File: src/rtl/core/gpl_pkg.sv
// gpl_pkg: shared types and constants for the gradient palette lookup block.
// No dependencies; imported by gpl_dp, gpl_ctrl and the top level.
package gpl_pkg;

  localparam int COLOR_W = 8;
  localparam int CHANNELS = 3;
  localparam logic [COLOR_W-1:0] CEILING_RESET = 8'd200;

  // operation codes carried on in_func
  typedef enum logic [1:0] {
    FUNC_LOOKUP  = 2'd0,
    FUNC_BEGIN   = 2'd1,
    FUNC_SEGMENT = 2'd2,
    FUNC_LOAD    = 2'd3
  } func_t;

  // controller -> datapath
  typedef struct packed {
    logic clear_wr;    // write one grey entry of the clearing pass
    logic rd_en;       // palette read for a lookup
    logic out_load;    // move read data into the output register
    logic ramp_begin;  // cursor to 0, color from the input beat
    logic load_wr;     // direct entry write, cursor/color to 0/black
    logic seg_start;   // latch segment end/target, start dividers
    logic div_step;    // one divider iteration
    logic fill_wr;     // write one interpolated entry
    logic seg_finish;  // cursor to end, target becomes current color
  } cmd_t;

  // datapath -> controller
  typedef struct packed {
    logic clear_last;
    logic seg_empty;
    logic div_done;
    logic fill_last;
  } sts_t;

endpackage

File: src/rtl/core/gpl_ctrl.sv
// gpl_ctrl: sequencer for clearing pass, lookups and ramp segments; owns out_valid.
// Depends on gpl_pkg.
module gpl_ctrl import gpl_pkg::*; (
  input  logic       clk,
  input  logic       rst_n,
  input  logic       in_valid,
  input  logic [1:0] in_func,
  output logic       in_ready,
  input  logic       out_ready,
  output logic       out_valid,
  output cmd_t       cmd,
  input  sts_t       sts
);

  typedef enum logic [5:0] {
    S_CLEAR = 6'b000001,
    S_IDLE  = 6'b000010,
    S_LOOK  = 6'b000100,
    S_DIV   = 6'b001000,
    S_FILL  = 6'b010000,
    S_FIN   = 6'b100000
  } state_t;

  state_t state_r, state_nxt;
  logic   out_valid_r;
  logic   out_free;

  assign out_free = !out_valid_r || out_ready;

  always_comb begin
    cmd       = '0;
    in_ready  = 1'b0;
    state_nxt = state_r;
    unique case (state_r)
      S_CLEAR: begin
        cmd.clear_wr = 1'b1;
        if (sts.clear_last) begin
          state_nxt = S_IDLE;
        end
      end
      S_IDLE: begin
        in_ready = 1'b1;
        if (in_valid) begin
          unique case (func_t'(in_func))
            FUNC_LOOKUP: begin
              cmd.rd_en = 1'b1;
              state_nxt = S_LOOK;
            end
            FUNC_BEGIN: begin
              cmd.ramp_begin = 1'b1;
            end
            FUNC_SEGMENT: begin
              cmd.seg_start = 1'b1;
              state_nxt     = sts.seg_empty ? S_FIN : S_DIV;
            end
            FUNC_LOAD: begin
              cmd.load_wr = 1'b1;
            end
            default: begin
              state_nxt = S_IDLE;
            end
          endcase
        end
      end
      S_LOOK: begin
        if (out_free) begin
          cmd.out_load = 1'b1;
          state_nxt    = S_IDLE;
        end
      end
      S_DIV: begin
        if (sts.div_done) begin
          state_nxt = S_FILL;
        end else begin
          cmd.div_step = 1'b1;
        end
      end
      S_FILL: begin
        cmd.fill_wr = 1'b1;
        if (sts.fill_last) begin
          state_nxt = S_FIN;
        end
      end
      S_FIN: begin
        cmd.seg_finish = 1'b1;
        state_nxt      = S_IDLE;
      end
      default: begin
        state_nxt = S_CLEAR;
      end
    endcase
  end

  always_ff @(posedge clk) begin
    if (!rst_n) begin
      state_r     <= S_CLEAR;
      out_valid_r <= 1'b0;
    end else begin
      state_r <= state_nxt;
      if (cmd.out_load) begin
        out_valid_r <= 1'b1;
      end else if (out_ready) begin
        out_valid_r <= 1'b0;
      end
    end
  end

  assign out_valid = out_valid_r;

  a_lookup_delivers: assert property (@(posedge clk) disable iff (!rst_n)
    (state_r == S_LOOK && out_free) |=> (state_r == S_IDLE && out_valid_r))
    else $error("lookup read data not moved into the output register");

  a_lookup_enters_read: assert property (@(posedge clk) disable iff (!rst_n)
    (in_valid && in_ready && in_func == FUNC_LOOKUP) |=> state_r == S_LOOK)
    else $error("accepted lookup did not enter the read state");

  a_segment_path: assert property (@(posedge clk) disable iff (!rst_n)
    (in_valid && in_ready && in_func == FUNC_SEGMENT)
      |=> (state_r == S_DIV || state_r == S_FIN))
    else $error("accepted segment did not start division or finish");

endmodule

File: config.mk
export PLATFORM = sky130hd
export DESIGN_NAME = gpl_ctrl
export DESIGN_NICKNAME = d
export VERILOG_FILES = /design/src/rtl/core/gpl_pkg.sv /design/src/rtl/core/gpl_ctrl.sv
export SDC_FILE = /design/constraint.sdc
export NUM_CORES = 1
export LEC_CHECK = 0
export ABC_AREA = 1
export CELL_PAD_IN_SITES_DETAIL_PLACEMENT = 1
export CELL_PAD_IN_SITES_GLOBAL_PLACEMENT = 2
export CORE_MARGIN = 2
export CORE_UTILIZATION = 29
export CTS_CLUSTER_DIAMETER = 200
export CTS_CLUSTER_SIZE = 16
export DETAILED_ROUTE_END_ITERATION = 16
export DONT_BUFFER_PORTS = 1
export PLACE_DENSITY = 0.84
export SLEW_MARGIN = 5
export SYNTH_ARGS = -nofsm -noshare
export SYNTH_HDL_FRONTEND = slang
export SYNTH_SLANG_ARGS = --single-unit
File: constraint.sdc
create_clock -name clk -period 1.4 [get_ports clk]
set_input_delay 0.21 -clock clk [delete_from_list [all_inputs] [get_ports clk]]
set_output_delay 0.21 -clock clk [all_outputs]
set_load 0.005 [all_outputs]
==> key figures <==
Run status
  • Run status: complete, no violations

Floorplan
  • # IOs: 21
  • Die X: 47.2 µm
  • Core area: 1750 µm²
  • Die Y: 47.2 µm
  • Initial Util: 31.0%
  • Cell Rows: 15
  • Die area: 2230 µm²

Clock tree
  • Clk root buf: clkbuf_4
  • Clock Path Buffers: 2
  • Clk Latency, worst-skew pair: between 0.2 and 0.3 ns
  • CTS clk-pin slew, worst paths: 0.06 ns
  • Hold buffer count at cts: 0
  • Htree depth: 1
  • TritonCTS Buffers: 3
  • Clock Sinks: 7
  • CTS tree: yes

Cells and area
  • Diode count: 0
  • Fillers: 240
  • Share of cells above drive strength 1: 42.9%
  • Area of the multi-input gates: around 410 µm²
  • Nets: around 110
  • FF/Latch Area: 149 µm²
  • Layout area overhead: 39.5%
  • Core Util, Final: 43.3%

Power and ir drop
  • Total power draw: 1200 µW
  • Cell leakage power: approximately 0.00035 µW
  • Int Pwr: around 640 µW
  • Comb power frac: 56.9%
  • VDD IR max: 772 µV
  • Pwr/cell area: 1590 nW/µm²
  • Sw frac: 46.5%
  • Sequential power share: 27.0%
  • Sw Pwr: ~560 µW
  • Clock Power Share: between 10% and 20%

STA
  • Fmax achieved: 735 MHz
  • Final worst slack: 0.0400 ns
  • Final hold violations: 0
  • Period utilization: between 90 and 100%
  • Fin. max-slew vios: 0
  • Post-Route Setup TNS: 0 ns
  • RSZ-0062 raised after global routing: yes
  • Max Clock Skew: 0.00747 ns
  • Hold_ws: 0.0486 ns
  • Setup violations, final: 0
  • Slew HR: between 80% and 90%
  • Worst Tran Pin Value: 0.230 ns
  • Tmin final: 1.36 ns

Worst setup path
  • CP Launch Type: register
  • CP Data Arrival Time: 1.15 ns
  • Worst-case reg-to-reg path depth: 8
  • Largest fanout on the critical path: 7
  • Crit end category: output pin
  • Kind of critical path: reg -> out
  • Worst EP required: 1.19 ns

Logic synthesis
  • Yosys warns: 0
  • Top-count cell post-synth: inv_1
  • Unique masters post-synth: 18
  • Synth Instances: 86
  • Seq/Total Area, Yosys: 25.9%
  • Synth top area share: roughly 26%
  • Syn Area/Cell: between 6 and 7 µm²
  • Post-synth top area cell: dfxtp_1
  • Synth Net Count: 96
  • Commonest cells in the netlist: 19 x inv_1, 16 x nor2_1, 10 x nand2_1, 7 x dfxtp_1, 7 x nand3_1
  • Yosys reg bits: 7
  • Syn Std Cell Area: approximately 540 µm²
  • Largest cells by area after synthesis: dfxtp_1 26%, inv_1 13%, nor2_1 11%
  • Share of synthesized registers carrying an async set or reset: 0%
  • Post-synth EDFFs: 0
  • Ys flop type: dfxtp_1

Global routing
  • Initial antenna violation count: 0
  • Largest net degree at the start of global routing: 8
  • Grt ovf: 0
  • Vias in the first global route: roughly 590
  • Gr usage total: between 10% and 20%
  • First-pass GRT wire length: 2560 µm

Placed design
  • RePlAce Congestion: 0.816
  • Worst slack, placed: 0.103 ns
  • Input/output buffers: 0
  • Post-DP HPWL: approximately 1200 µm

Routing
  • Residual DRC: 0
  • WL final: ~1700 µm
  • Wire per inst: 13.7 µm
  • 1st-pass router iterations: 4
  • Vias after detailed routing: 603
  • Detail Route Antenna Nets: 0
  • DR vias/cell: 4.90
  • DRT iter0 DRCs: 17

Run
  • MaxCap Viol Count: 0

Worst hold path
  • Hold crit path type: in -> reg
  • Worst hold stages: 1
critical path, cell delays in order (launching register included):
cell and delay [ns]:
dfxtp_2 0.34, nor2_4 0.20, nand3_4 0.17, nor4_4 0.19
power by group through the flow:
stage,clock network (µW),registers (µW),logic (µW)
floorplan,0,295,409
global placement,0,304,488
detailed placement,0,307,498
CTS,202,318,620
global route,211,332,759
finish,193,325,685
metal layers:
layer / GRT usage, % / vias up / routed length, µm
met2: 27.3 / 15 / 905
met5: 0 / - / 0
li1: - / 296 / -
met4: 3.33 / 0 / 21
met3: 6.54 / 2 / 84
met1: 20.3 / 290 / 675
layout make-up:
class | instances | area share [%]
multi-input cells | 59 | 54.3
flip-flops and latches | 7 | 19.7
inverters | 20 | 9.93
repair buffers | 8 | 8.44
well taps | 25 | 4.14
clock buffers | 4 | 3.48
cells in the final DEF, fill, tap and decap left out:
cell / count
nor3_1: 1
buf_6: 1
nor2_4: 5
clkinv_1: 1
buf_4: 7
and2_4: 1
dfxtp_2: 4
a21oi_1: 1
nor2_2: 6
nand4_4: 1
nor4_4: 2
nand3_2: 1
nor2_1: 12
inv_2: 3
inv_1: 16
dfxtp_1: 2
o21bai_1: 1
nor3_2: 3
a31oi_1: 1
clkbuf_4: 3
nand4_1: 4
nand2_1: 10
clkbuf_1: 1
nand3_1: 6
nand3_4: 1
dfxtp_4: 1
nand4_2: 1
nand2_2: 2
kinds of logic after synthesis:
kind of cell           count (synthesis)  share of synthesized area (%)
buffers and inverters                 20                           13.9
and+or+nand+nor                       56                           56.8
DFF                                    7                           25.9
AOI/OAI and AO/OA                      3                           3.46
metrics by stage:
| step | std cells | cell area (µm²) |
|---|---|---|
| final | 123 | 756 |
| after global placement | 111 | 573 |
| after detailed placement | 111 | 573 |
| after global routing | 123 | 756 |
| after CTS | 123 | 714 |
| after floorplan | 86 | 542 |
registers in the layout, indices dropped and copies added, names as in the netlist:
signal / cells
out_valid: 1
state_r: 6
what timing repair did:
| action | in CTS | in global routing |
|---|---|---|
| hold endpoints to repair | 0 | 0 |
| cloned | 0 | 0 |
| gates resized for setup | 13 | 13 |
| pin swaps | 5 | 7 |
| setup endpoints to repair | 7 | 10 |
| buffers inserted | 8 | 0 |
worst paths after layout:
path	startpoint	to	slack (ns)
worst max-delay path	state_r[4]	cmd[5]	0.04
worst min-delay path	rst_n	state_r[0]	0.05
worst max register to register	state_r[3]	state_r[1]	0.08
worst min register to register	state_r[2]	state_r[2]	0.52
Power figures use the tool's default switching activity.
